--- src/hw/rtl/vn2d_fifo.sv ---
// vn2d_fifo: small register queue between the front and back pipelines
// no dependencies; depth must be a power of two
module vn2d_fifo #(
  parameter int W     = 96,
  parameter int DEPTH = 4
) (
  input  logic         clk,
  input  logic         rst_n,
  input  logic         push_valid,
  output logic         push_ready,
  input  logic [W-1:0] push_data,
  output logic         pop_valid,
  input  logic         pop_ready,
  output logic [W-1:0] pop_data
);

  localparam int AW = $clog2(DEPTH);

  logic [W-1:0] mem_r [DEPTH];
  logic [AW-1:0] wr_ptr_r;
  logic [AW-1:0] rd_ptr_r;
  logic [AW:0]   count_r;
  logic          push;
  logic          pop;

  assign push_ready = (count_r != (AW+1)'(DEPTH));
  assign pop_valid  = (count_r != '0);
  assign push       = push_valid && push_ready;
  assign pop        = pop_valid && pop_ready;
  assign pop_data   = mem_r[rd_ptr_r];

  // pointers and fill count
  always_ff @(posedge clk) begin
    if (!rst_n) begin
      wr_ptr_r <= '0;
      rd_ptr_r <= '0;
      count_r  <= '0;
    end else begin
      if (push) begin
        wr_ptr_r <= wr_ptr_r + AW'(1);
      end
      if (pop) begin
        rd_ptr_r <= rd_ptr_r + AW'(1);
      end
      if (push && !pop) begin
        count_r <= count_r + (AW+1)'(1);
      end else if (pop && !push) begin
        count_r <= count_r - (AW+1)'(1);
      end
    end
  end

  // storage
  always_ff @(posedge clk) begin
    if (push) begin
      mem_r[wr_ptr_r] <= push_data;
    end
  end

`ifndef SYNTHESIS
  a_count_max: assert property (@(posedge clk) disable iff (!rst_n)
    count_r <= (AW+1)'(DEPTH))
    else $error("fifo count above depth");
  a_count_up: assert property (@(posedge clk) disable iff (!rst_n)
    (push && !pop) |=> (count_r == $past(count_r) + (AW+1)'(1)))
    else $error("fifo count missed a push");
  a_count_down: assert property (@(posedge clk) disable iff (!rst_n)
    (pop && !push) |=> (count_r == $past(count_r) - (AW+1)'(1)))
    else $error("fifo count missed a pop");
`endif

endmodule

--- config.mk ---
export PLATFORM = sky130hd
export DESIGN_NAME = vn2d_fifo
export DESIGN_NICKNAME = d
export VERILOG_FILES = /design/src/hw/rtl/vn2d_fifo.sv
export SDC_FILE = /design/constraint.sdc
export NUM_CORES = 1
export LEC_CHECK = 0
export BUFFER_PORTS_ARGS = -buffer_cell sky130_fd_sc_hd__buf_4
export CAP_MARGIN = 20
export CORE_MARGIN = 2
export CORE_UTILIZATION = 61
export CTS_BUF_LIST = sky130_fd_sc_hd__clkbuf_16
export DETAILED_ROUTE_END_ITERATION = 8
export GPL_ROUTABILITY_DRIVEN = 0
export PLACE_DENSITY = 0.88
export SYNTH_ARGS = -nofsm -noshare
export SYNTH_HDL_FRONTEND = slang
export SYNTH_SLANG_ARGS = --single-unit
--- constraint.sdc ---
create_clock -name clk -period 9.9 [get_ports clk]
set_input_delay 0.99 -clock clk [delete_from_list [all_inputs] [get_ports clk]]
set_output_delay 0.99 -clock clk [all_outputs]
set_load 0.02 [all_outputs]
==> results of run 1 <==
## tightest hold or removal path, stage by stage, from the launching register on
cell,delay (ns)
sky130_fd_sc_hd__dfxtp_1,0.35
sky130_fd_sc_hd__nand2_1,0.07
sky130_fd_sc_hd__mux2i_1,0.06
## layout make-up
| cell class | count | area [µm²] | share of cell area (%) |
|---|---|---|---|
| multi-input cells | 131 | 2450 | 14.2 |
| clock inverters | 27 | 184 | 1.06 |
| well taps | 319 | 399 | 2.30 |
| clock buffers | 41 | 1030 | 5.92 |
| repair buffers | 204 | 1530 | 8.84 |
| flip-flops and latches | 393 | 11700 | 67.7 |
| inverters | 3 | 11.3 | 0.0650 |
## routing by layer
layer / share of wire, % / vias to the layer above
met2: 51 / 268
met5: 0 / -
met4: 1.8 / 0
met1: 38 / 3345
li1: - / 2800
met3: 8.4 / 42
## cells in the final DEF (no fill, tap or decap)
cell / instances
sky130_fd_sc_hd__a21boi_0: 1
sky130_fd_sc_hd__buf_4: 204
sky130_fd_sc_hd__xnor2_1: 3
sky130_fd_sc_hd__edfxtp_1: 384
sky130_fd_sc_hd__nor2_1: 1
sky130_fd_sc_hd__or3_1: 2
sky130_fd_sc_hd__o311ai_0: 1
sky130_fd_sc_hd__a21boi_2: 1
sky130_fd_sc_hd__fa_1: 1
sky130_fd_sc_hd__inv_1: 10
sky130_fd_sc_hd__nand2_1: 5
sky130_fd_sc_hd__dfxtp_1: 7
sky130_fd_sc_hd__and2_1: 4
sky130_fd_sc_hd__mux2i_1: 3
sky130_fd_sc_hd__o31ai_1: 1
sky130_fd_sc_hd__o21ai_0: 1
sky130_fd_sc_hd__xor2_1: 1
sky130_fd_sc_hd__and2_4: 4
sky130_fd_sc_hd__clkinv_2: 3
sky130_fd_sc_hd__bufinv_16: 3
sky130_fd_sc_hd__clkbuf_16: 41
sky130_fd_sc_hd__ha_1: 5
sky130_fd_sc_hd__nor2b_1: 1
sky130_fd_sc_hd__clkinv_1: 14
sky130_fd_sc_hd__mux4_2: 96
sky130_fd_sc_hd__dfxtp_4: 2
## logic make-up (layout without fill, tap and decap cells)
family	after synthesis	after routing	synth area share (%)
multiplexers	99	99	15.3
XOR/XNOR	4	4	0.245
flip-flops	393	393	81.8
AO/OA/AOI/OAI	5	5	0.280
adder cells (fa/ha/maj)	6	6	0.577
AND/OR/NAND/NOR	17	17	0.638
buffers and inverters	26	275	1.15
## power groups by stage
stage / combinational, mW / clock, mW / sequential [mW]
global placement: 1.21 / 0 / 2.13
finish: 1.22 / 1.37 / 2.11
floorplan: 0.829 / 0 / 2.10
global route: 1.29 / 1.46 / 2.13
CTS: 1.24 / 1.40 / 2.11
detailed placement: 1.23 / 0 / 2.14
## metrics by stage
step	setup slack (ns)	utilization, %	instances
finish	6.18	74.5	1118
detailed placement	6.57	69.3	1050
CTS	6.08	74.5	1118
global route	5.93	74.5	1118
global placement	6.65	69.3	1050
floorplan	5.90	-	550
## worst max-delay path by stage
stage | cells after the start | slack, ns | to | startpoint
finish | 3 | 6.18 | pop_data[74] | flop
global route | 3 | 5.93 | pop_data[54] | flop
CTS | 3 | 6.08 | pop_data[74] | flop
detailed placement | 4 | 6.57 | mem_r[0][71] | push_valid
global placement | 3 | 6.65 | pop_data[74] | flop
floorplan | 2 | 5.90 | mem_r[0][0] | push_valid
## registers in the layout, summed over array words and instances (netlist names), named ones only
register	flops
mem_r	384
wr_ptr_r	2
count_r	3
rd_ptr_r	2
==> results.txt, run 1 <==
----------------------------------------------------
[Setup path]
  Top delay family on crit path ... buffers and inverters
  Crit path largest cell delay ... 0.71 ns
  Most frequent cell on the critical path ... sky130_fd_sc_hd__buf_4
  Peak fanout along the critical path ... 39
  Critical path buffer and inverter count ... 2
  Critical path cell sequence ... buf_4, mux4_2, buf_4
  Master of the slowest instance on the critical path ... sky130_fd_sc_hd__buf_4
  Arrival time of data at the critical path endpoint ... 2.73 ns
  FF-to-FF setup slack ... 7.05 ns
  Launch point of the worst reg-to-reg path ... count_r[0]
  Data required time of the worst path ... 8.91 ns
  Number of cells traversed by the worst register-to-register path ... 4
  Element type at the critical path start ... flop
  Capture point of the worst reg-to-reg path ... mem_r[1][12]
  Type of destination of the critical path ... output port
  Worst setup path class ... reg -> out

[Yosys]
  Synthesized Nets ... 656
  Most numerous cell types in the synthesized netlist ... sky130_fd_sc_hd__edfxtp_1, sky130_fd_sc_hd__mux4_2, sky130_fd_sc_hd__buf_2
  Most common cell in the synthesized netlist ... sky130_fd_sc_hd__edfxtp_1
  Fraction of the yosys area taken by sequential cells ... 81.8%
  Portion of synthesized cell area occupied by the leading cell type ... 80.5%
  Async S/R FF share, synth ... 0%
  Average cell area after synthesis ... 26.0 µm²
  Number of enable flip-flop cells after synthesis ... 384
  Post-synthesis cell area ... 14300 µm²
  Cell types with the largest area share after synthesis ... sky130_fd_sc_hd__edfxtp_1, sky130_fd_sc_hd__mux4_2, sky130_fd_sc_hd__dfxtp_1
  FF+latch count, synth ... 393
  Distinct cell type count of the synthesized netlist ... 23
  Largest area contributor in the synthesized netlist ... sky130_fd_sc_hd__edfxtp_1
  Synth Instances ... 550
  Synth warn ... 0
  Top_reg_cell synth ... sky130_fd_sc_hd__edfxtp_1

[Power]
  Part of the total power dissipated in the clock network ... 29.2%
  Switching power ... 1.28 mW
  Proportion of total power due to net switching ... 27.2%
  Power per cell area ... 272 nW/µm²
  Total power draw ... 4.70 mW
  Cell internal pwr ... 3.42 mW
  Worst IR Drop VDD ... 0.168 mV
  P_leak ... 5.84 nW
  Combinational share of power ... 26.0%
  Share of power burned in registers ... 44.8%

[Routing]
  Count of unresolved DRC violations after routing ... 0
  Overall routed net length ... 26.2 mm
  Remaining antenna violation count after routing ... 0
  Detail-routed via count per cell ... 5.77
  Detail-routed net length per standard cell ... 23.4 µm
  Iter 0 DRT Violations ... 554
  First-pass detailed-route iteration total ... 5
  Vias ... 6455

[CTS]
  Buffer count from post-CTS setup fixing ... 0
  TritonCTS clock tree ... yes
  TritonCTS sink count ... 393
  Clock-pin slew on the worst setup and hold paths ... 0.06 ns
  Worst skew pair latency ... 0.50 ns
  Number of buffers added to fix hold violations after cts ... 0
  H-tree lvl count ... 2
  Root Driver ... sky130_fd_sc_hd__clkbuf_16
  Number of gates given a new drive strength after cts ... 0
  Total CTS buffers ... 38
  Max Root-Sink Buffers ... 3

[Placement]
  Area post-placement ... 16100 µm²
  Estimated wirelength of the detail-placed design ... 15.6 mm
  Port-buffer cells ... 197

[STA]
  Worst-case headroom to the max-slew limit ... 36.1%
  Hold Worst Slack ... 0.523 ns
  Fraction of the cycle the final worst path needs ... 37.6%
  Sum of negative setup slack ... 0 ns
  Final Hold Vio Count ... 0
  Worst Skew ... 0.0128 ns
  Max-slew violation count ... 0
  Final Critical Period ... 3.72 ns
  Setup repair after global routing missed its margin ... false
  Fmax ... 0.269 GHz
  Tightest Pin Transition ... 0.958 ns
  Final setup fails ... 0

[Floorplanning]
  Floorplan core area ... 23300 µm²
  Count of boundary I/O pins ... 198
  Number of standard-cell rows in the floorplan ... 56
  Horizontal die dimension ... 157 µm
  Die Outline Area ... 24700 µm²
  Die extent in y ... 157 µm
  Initial standard-cell utilization of the core ... 61.5%

[Min path]
  Startpoint of the tightest hold check path ... wr_ptr_r[1]
  Min-Delay Endpoint ... wr_ptr_r[1]
  Worst Hold Depth ... 2
  Worst Hold Class ... reg -> reg

[Global route]
  Global-route met2 utilization ... 35.8%
  Antenna violations before repair ... 0
  Number of global-route vias before repair ... 6846
  Pin count of the biggest net entering global routing ... 64
  Global-route wire length before repair ... 39.0 mm
  Global router's overall resource usage ... 21.3%
  Global-route track usage on met3 ... 5.89%
  Grt peak-use layer ... met2
  Residual overflow from global routing ... 0
  Met1 Resource Use GR ... 28.2%

[Cells and area]
  Post-route cell area ... 17300 µm²
  Layout overhead on the synthesized area ... 21.0%
  Number of diodes added for antenna fixing ... 0
  Share of final-layout standard cells stronger than drive strength 1 ... 44.3%
  Net count, final ... 877
  Fill cell total of the finished layout ... 1260

[Job]
  Maxcap violations ... 0

[Run status]
  Outcome ... complete, no violations

----------------------------------------------------
(Power assumes the default switching activity.)
==> inputs of run 2 (changes only) <==
--- a/config.mk
+++ b/config.mk
@@ -5,14 +5,15 @@
 export SDC_FILE = /design/constraint.sdc
 export NUM_CORES = 1
 export LEC_CHECK = 0
+export ABC_AREA = 1
 export BUFFER_PORTS_ARGS = -buffer_cell sky130_fd_sc_hd__buf_4
 export CAP_MARGIN = 20
 export CORE_MARGIN = 2
-export CORE_UTILIZATION = 61
+export CORE_UTILIZATION = 52
 export CTS_BUF_LIST = sky130_fd_sc_hd__clkbuf_16
 export DETAILED_ROUTE_END_ITERATION = 8
 export GPL_ROUTABILITY_DRIVEN = 0
-export PLACE_DENSITY = 0.88
+export PLACE_DENSITY = 0.8
 export SYNTH_ARGS = -nofsm -noshare
 export SYNTH_HDL_FRONTEND = slang
 export SYNTH_SLANG_ARGS = --single-unit
==> constraint.sdc (replaced) <==
create_clock -name clk -period 3.3 [get_ports clk]
set_input_delay 0.33 -clock clk [delete_from_list [all_inputs] [get_ports clk]]
set_output_delay 0.33 -clock clk [all_outputs]
set_load 0.02 [all_outputs]
==> run 2 against run 1 <==
Net effect: first-iteration DRC count increased by 52%; die area increased by 20%; clock power increased to 3.3 times the previous value; synthesized cell count increased by 81%; total power increased to 3.1 times the previous value; sequential share of layout area decreased by 3.5 points; flip-flop and latch count unchanged; core utilization decreased by 8.9 points; sequential power increased to 3.0 times the previous value; combinational power increased to 3.3 times the previous value; area after synthesis increased by 3.1%; cell area increased by 5.4%; critical endpoint is now pop_data[62]; largest power group unchanged; highest routed layer unchanged.
==> results.txt, run 2 <==
----------------------------------------------------
[CTS]
  Max Root-Sink Buffers ... 3 (unchanged)
  TritonCTS sink count ... 393 (unchanged)
  H-tree lvl count ... 2 (unchanged)
  Number of buffers added to fix hold violations after cts ... 49 (+49)
  TritonCTS clock tree ... yes
  Buffer count from post-CTS setup fixing ... 0 (unchanged)
  Clock-pin slew on the worst setup and hold paths ... 0.06 ns (about the same)
  Root Driver ... sky130_fd_sc_hd__clkbuf_16
  Worst skew pair latency ... 0.52 ns (+0.02 ns)
  Total CTS buffers ... 40 (+5.3%)
  Number of gates given a new drive strength after cts ... 0 (unchanged)

[Routing]
  Overall routed net length ... 32.1 mm (+23%)
  First-pass detailed-route iteration total ... 6 (+1)
  Detail-routed net length per standard cell ... 19.5 µm (-17%)
  Remaining antenna violation count after routing ... 0 (unchanged)
  Count of unresolved DRC violations after routing ... 0 (unchanged)
  Vias ... 9129 (+41%)
  Detail-routed via count per cell ... 5.54 (-4.1%)
  Iter 0 DRT Violations ... 843 (+52%)

[Setup path]
  Peak fanout along the critical path ... 65 (+67%)
  Data required time of the worst path ... 2.97 ns (-5.94 ns)
  Launch point of the worst reg-to-reg path ... count_r[0]
  Termination of the worst setup path ... pop_data[62]
  FF-to-FF setup slack ... 1.07 ns (-5.98 ns)
  Capture point of the worst reg-to-reg path ... count_r[1]
  Element type at the critical path start ... flop
  Worst setup path class ... reg -> out
  Type of destination of the critical path ... output port
  Arrival time of data at the critical path endpoint ... 2.43 ns (-0.30 ns)
  Number of cells traversed by the worst register-to-register path ... 9 (+5)

[STA]
  Worst Skew ... 0.0102 ns (-0.00256 ns)
  Max-slew violation count ... 0 (unchanged)
  Worst-case headroom to the max-slew limit ... 44.1% (+8.0 points)
  Sum of negative setup slack ... 0 ns (unchanged)
  Final Critical Period ... 2.76 ns
  Final setup fails ... 0 (unchanged)
  Final Hold Vio Count ... 0 (unchanged)
  Tightest Pin Transition ... 0.838 ns (-0.120 ns)
  Fraction of the cycle the final worst path needs ... 83.5%
  Fmax ... 0.363 GHz
  Setup repair after global routing missed its margin ... false

[Global route]
  Antenna violations before repair ... 2 (+2)
  Global router's overall resource usage ... 21.1% (-0.23 points)
  Pin count of the biggest net entering global routing ... 193 (+200%)
  Residual overflow from global routing ... 0 (unchanged)
  Global-route wire length before repair ... 47.9 mm (+23%)
  Number of global-route vias before repair ... 9016 (+32%)

[Job]
  Maxcap violations ... 0 (unchanged)

[Placement]
  Port-buffer cells ... 197 (unchanged)
  Estimated wirelength of the detail-placed design ... 17.6 mm (+12%)
  Inst Count DP ... 1526 (+45%)

[Floorplanning]
  Die extent in y ... 172 µm (+9.7%)
  Die Outline Area ... 29700 µm² (+20%)
  Initial standard-cell utilization of the core ... 53.0% (-8.6 points)
  Count of boundary I/O pins ... 198 (unchanged)
  Horizontal die dimension ... 172 µm (+9.7%)
  Number of standard-cell rows in the floorplan ... 61 (+8.9%)
  Floorplan core area ... 27900 µm² (+20%)

[Run status]
  Outcome ... complete, no violations

[Yosys]
  Synth Instances ... 996 (+81%)
  Number of enable flip-flop cells after synthesis ... 384 (unchanged)
  Area share of xor/xnor cells in the synthesized design ... 0.0594% (-0.19 points)
  Arithmetic-cell share of the synthesized area counting full adders, half adders and majority gates ... 0.560% (-0.017 points)
  Post-synthesis cell area ... 14800 µm² (+3.1%)
  Largest area contributor in the synthesized netlist ... sky130_fd_sc_hd__edfxtp_1
  Cell types with the largest area share after synthesis ... sky130_fd_sc_hd__edfxtp_1, sky130_fd_sc_hd__nor2_1, sky130_fd_sc_hd__o22ai_1
  Synth warn ... 0 (unchanged)
  Async S/R FF share, synth ... 0% (unchanged)
  Most numerous cell types in the synthesized netlist ... sky130_fd_sc_hd__edfxtp_1, sky130_fd_sc_hd__nor2_1, sky130_fd_sc_hd__o21ai_0
  Portion of synthesized cell area occupied by the leading cell type ... 78.1% (-2.4 points)
  Post-synthesis simple-gate area fraction ... 5.81% (+5.2 points)
  Top_reg_cell synth ... sky130_fd_sc_hd__edfxtp_1
  Distinct cell type count of the synthesized netlist ... 21 (-8.7%)
  Compound-Gate Fraction of Synth Area ... 10.7% (+10 points)
  Synthesized Nets ... 1102 (+68%)
  Most common cell in the synthesized netlist ... sky130_fd_sc_hd__edfxtp_1
  Average cell area after synthesis ... 14.8 µm² (-43%)
  FF+latch count, synth ... 393 (unchanged)
  Combinational family with the most area after synthesis ... compound AO/OA/AOI/OAI gates
  Portion of netlist area occupied by mux cells ... 0% (-15 points)
  Fraction of the yosys area taken by sequential cells ... 79.4% (-2.4 points)

[Cells and area]
  Footprint of the multi-input gates ... 2560 µm² (+4.4%)
  Final Instance Count excl. Fillers ... 1648 (+47%)
  Largest register FFs ... 384 (unchanged)
  Fraction of the core area covered by cells at the end of the flow ... 65.5% (-8.9 points)
  Share of final-layout standard cells stronger than drive strength 1 ... 21.8% (-23 points)
  Net count, final ... 1345 (+53%)
  Combined flip-flop and latch cell area ... 11700 µm² (unchanged)
  Most frequent cells in the layout ... sky130_fd_sc_hd__edfxtp_1, sky130_fd_sc_hd__buf_4, sky130_fd_sc_hd__nor2_1
  Fill cell total of the finished layout ... 1877 (+49%)
  Commonest non-fill, non-tap cell in the layout ... sky130_fd_sc_hd__edfxtp_1
  Registers with the most flip-flops ... mem_r: 384 flops, count_r: 3 flops
  Layout overhead on the synthesized area ... 23.7%
  Top reg by flops ... mem_r

[Power]
  Worst IR Drop VDD ... 0.617 mV (+270%)
  Power per cell area ... 805 nW/µm² (+200%)
  Total power draw ... 14.7 mW (+210%)
  P_leak ... 6.46 nW (+11%)

[Min path]
  Worst Hold Class ... in -> reg

----------------------------------------------------
-- run 2: power by group --
group	switching, mW	internal (mW)
Combinational	2.60	1.40
Clock	1.75	2.72
Sequential	0.172	6.07
Total	4.52	10.2
-- run 2: worst min-delay path by stage --
stage	from	endpoint	slack (ns)	cells past startpoint
CTS	push_data[24]	mem_r[2][24]	0.00005	1
global placement	rd_ptr_r[1]	flop	0.48	2
finish	push_data[22]	mem_r[1][22]	0.02	1
global route	push_data[22]	mem_r[1][22]	0.0004	1
detailed placement	rd_ptr_r[1]	flop	0.49	2
floorplan	push_data[0]	mem_r[0][0]	0.43	0
-- run 2: worst max-delay path, stage by stage (launching register included) --
cell and delay, ns:
sky130_fd_sc_hd__dfxtp_4 0.81, sky130_fd_sc_hd__buf_4 0.46, sky130_fd_sc_hd__o21ai_0 0.18, sky130_fd_sc_hd__o22ai_1 0.26, sky130_fd_sc_hd__buf_4 0.18
-- run 2: logic make-up after synthesis --
group	Yosys count
fa+ha+maj	6
buf+inv	78
simple gates	226
flops	393
xor+xnor	1
compound gates	292
-- run 2: per-layer routing --
layer | vias up | track usage (%) | wire, µm
li1 | 4244 | - | -
met3 | 48 | 4.94 | 2320
met5 | - | 0 | 0
met4 | 0 | 5.99 | 576
met2 | 337 | 36.5 | 16100
met1 | 4500 | 26.8 | 13100
-- run 2: per-stage QoR --
step           worst slack [ns]  hold slack (ns)  instance area (µm²)
3_3_place_gp               1.09            0.477                16400
2_1_floorplan            -0.503            0.429                14800
4_1_cts                   0.488        0.0000487                18300
5_1_grt                   0.397         0.000398                18300
6_report                  0.544           0.0182                18300
3_5_place_dp               1.04            0.490                16400
-- run 2: layout make-up --
| class | count | area share [%] |
|---|---|---|
| sequential | 393 | 64.2 |
| clock inverter | 30 | 1.56 |
| tap | 378 | 2.59 |
| antenna | 2 | 0.0274 |
| multi-input combinational | 525 | 14.0 |
| clock buffer | 41 | 5.62 |
| inverter | 16 | 0.363 |
| timing repair buffer | 263 | 11.6 |
==> inputs of run 3 (changes only) <==
==> constraint.sdc (replaced) <==
create_clock -name clk -period 2.5 [get_ports clk]
set_input_delay 0.25 -clock clk [delete_from_list [all_inputs] [get_ports clk]]
set_output_delay 0.25 -clock clk [all_outputs]
set_load 0.02 [all_outputs]
==> run 3 against run 2 <==
Net effect: combinational power grew 38%; hold slack gained 0.033 ns; count of clock-buffer cells in the layout is the same; critical path depth is the same; global-route usage grew 0.93 points; first-iteration DRC count shrank 4.5%; total power grew 30%; largest cell class unchanged; largest power group unchanged.
==> results.txt, run 3 (synthesis results as in run 2) <==
----------------------------------------------------
[Run status]
  Outcome ... complete, no violations

[CTS]
  Buffer count from post-CTS setup fixing ... 0 (unchanged)
  Total CTS buffers ... 41 (+2.5%)
  Worst skew pair latency ... 0.51 ns (about the same)
  Max Root-Sink Buffers ... 3 (unchanged)
  TritonCTS clock tree ... yes
  Root Driver ... sky130_fd_sc_hd__clkbuf_16
  TritonCTS sink count ... 393 (unchanged)
  H-tree lvl count ... 2 (unchanged)
  Clock-pin slew on the worst setup and hold paths ... 0.06 ns (about the same)

[Placement]
  Inst Count DP ... 1530 (+0.26%)
  Port-buffer cells ... 197 (unchanged)
  Estimated wirelength of the detail-placed design ... 18.3 mm (+4.0%)

[Global route]
  Number of global-route vias before repair ... 9607 (+6.6%)
  Antenna violations before repair ... 0 (-2)
  Global router's overall resource usage ... 22.0% (+0.93 points)
  Residual overflow from global routing ... 0 (unchanged)
  Pin count of the biggest net entering global routing ... 97 (-50%)
  Global-route wire length before repair ... 50.5 mm (+5.4%)

[STA]
  Max-slew violation count ... 0 (unchanged)
  Final Critical Period ... 2.38 ns
  Hold Worst Slack ... 0.0509 ns (+0.0327 ns)
  Fraction of the cycle the final worst path needs ... 95.1%
  Sum of negative setup slack ... 0 ns (unchanged)
  Setup repair after global routing missed its margin ... false
  Worst-case headroom to the max-slew limit ... 63.7% (+20 points)
  Worst Skew ... 0.0142 ns (+0.00400 ns)
  Final setup fails ... 0 (unchanged)
  Fmax ... 0.421 GHz
  Final Hold Vio Count ... 0 (unchanged)
  Tightest Pin Transition ... 0.545 ns (-0.293 ns)

[Cells and area]
  Registers with the most flip-flops ... mem_r: 384 flops, count_r: 3 flops
  Fill cell total of the finished layout ... 1828 (-2.6%)
  Combined flip-flop and latch cell area ... 11700 µm² (about the same)
  Layout overhead on the synthesized area ... 27.5%
  Net count, final ... 1398 (+3.9%)
  Most frequent cells in the layout ... sky130_fd_sc_hd__edfxtp_1, sky130_fd_sc_hd__buf_4, sky130_fd_sc_hd__nor2_1
  Footprint of the multi-input gates ... 2570 µm² (+0.49%)
  Largest register FFs ... 384 (unchanged)
  Commonest non-fill, non-tap cell in the layout ... sky130_fd_sc_hd__edfxtp_1
  Top reg by flops ... mem_r
  Share of final-layout standard cells stronger than drive strength 1 ... 21.5% (-0.27 points)
  Final Instance Count excl. Fillers ... 1700 (+3.2%)

[Setup path]
  Arrival time of data at the critical path endpoint ... 2.13 ns (-0.30 ns)
  Type of destination of the critical path ... output port
  Data required time of the worst path ... 2.25 ns (-0.72 ns)
  Worst setup path class ... reg -> out
  Element type at the critical path start ... flop
  Peak fanout along the critical path ... 84 (+29%)

[Routing]
  Detail-routed via count per cell ... 5.54 (about the same)
  Vias ... 9414 (+3.1%)
  Iter 0 DRT Violations ... 805 (-4.5%)
  First-pass detailed-route iteration total ... 5 (-1)
  Detail-routed net length per standard cell ... 19.5 µm (about the same)
  Count of unresolved DRC violations after routing ... 0 (unchanged)
  Remaining antenna violation count after routing ... 0 (unchanged)
  Overall routed net length ... 33.2 mm (+3.2%)

[Floorplanning]
  Floorplan core area ... 27900 µm² (unchanged)
  Horizontal die dimension ... 172 µm (unchanged)
  Die extent in y ... 172 µm (unchanged)
  Number of standard-cell rows in the floorplan ... 61 (unchanged)
  Initial standard-cell utilization of the core ... 53.0% (unchanged)
  Count of boundary I/O pins ... 198 (unchanged)
  Die Outline Area ... 29700 µm² (unchanged)

[Min path]
  Worst Hold Class ... in -> reg

[Power]
  Power per cell area ... 1020 nW/µm² (+26%)
  P_leak ... 6.67 nW (+3.2%)
  Worst IR Drop VDD ... 0.689 mV (+12%)

[Job]
  Maxcap violations ... 0 (unchanged)

----------------------------------------------------
==> run 3: cell types whose count changed in the layout (fill, tap and decap cells not counted), sizes merged <==
cell,delta
dlygate4sd3,+48
clkinv,+1
clkinvlp,+4
bufinv,-5
diode,-1
inv,+1
buf,+4
==> run 3: timing repair <==
action,in CTS,in global routing
resized for setup,0,0
hold buffers,97,0
hold endpoints to repair,387,0
==> run 3: report_power, final <==
group	switching, mW	total (mW)	internal, mW
logic	3.51	5.51	2.00
registers	0.224	8.23	8.01
clock network	2.34	5.41	3.07
total	6.08	19.2	13.1
==> run 3: layout make-up <==
class	instances	area share, %
clock inverter	31	0.885
sequential	393	62.3
inverter	16	0.353
tap	378	2.51
antenna	1	0.0133
clock buffer	41	5.45
timing repair buffer	315	14.8
multi-input combinational	525	13.7
==> run 3: worst max-delay path, cell delays in order (launching register included) <==
cell                      delay (ns)
sky130_fd_sc_hd__dfxtp_4        0.56
sky130_fd_sc_hd__buf_12         0.32
sky130_fd_sc_hd__o21ai_0        0.19
sky130_fd_sc_hd__o22ai_1        0.28
sky130_fd_sc_hd__buf_4          0.19
==> run 3: per-layer routing <==
metal	part of all wire, %	vias up	global-route usage (%)
met5	0	-	0
met4	2.2	0	6.50
met3	8.1	69	5.45
met2	50	365	37.4
met1	40	4631	28.3
li1	-	4349	-
==> run 3: final timing paths <==
check / startpoint / endpoint / slack [ns] / cells after the start
worst max-delay path: flop / pop_data[16] / 0.12 / 4
worst min-delay path: push_valid / wr_ptr_r[1] / 0.05 / 4
worst max register to register: count_r[1] / count_r[1] / 0.60 / 9
worst min register to register: count_r[1] / count_r[1] / 0.52 / 2
==> run 3: through the flow <==
stage / setup WS (ns) / util (%) / total power [mW] / area, µm²
detailed placement: 0.618 / 59.7 / 13.7 / 16600
floorplan: -0.0472 / - / 11.6 / 14800
finish: 0.122 / 67.5 / 19.2 / 18800
global placement: 0.664 / 59.7 / 13.6 / 16600
CTS: 0.105 / 67.5 / 19.3 / 18800
global route: 0.00960 / 67.5 / 20.0 / 18800
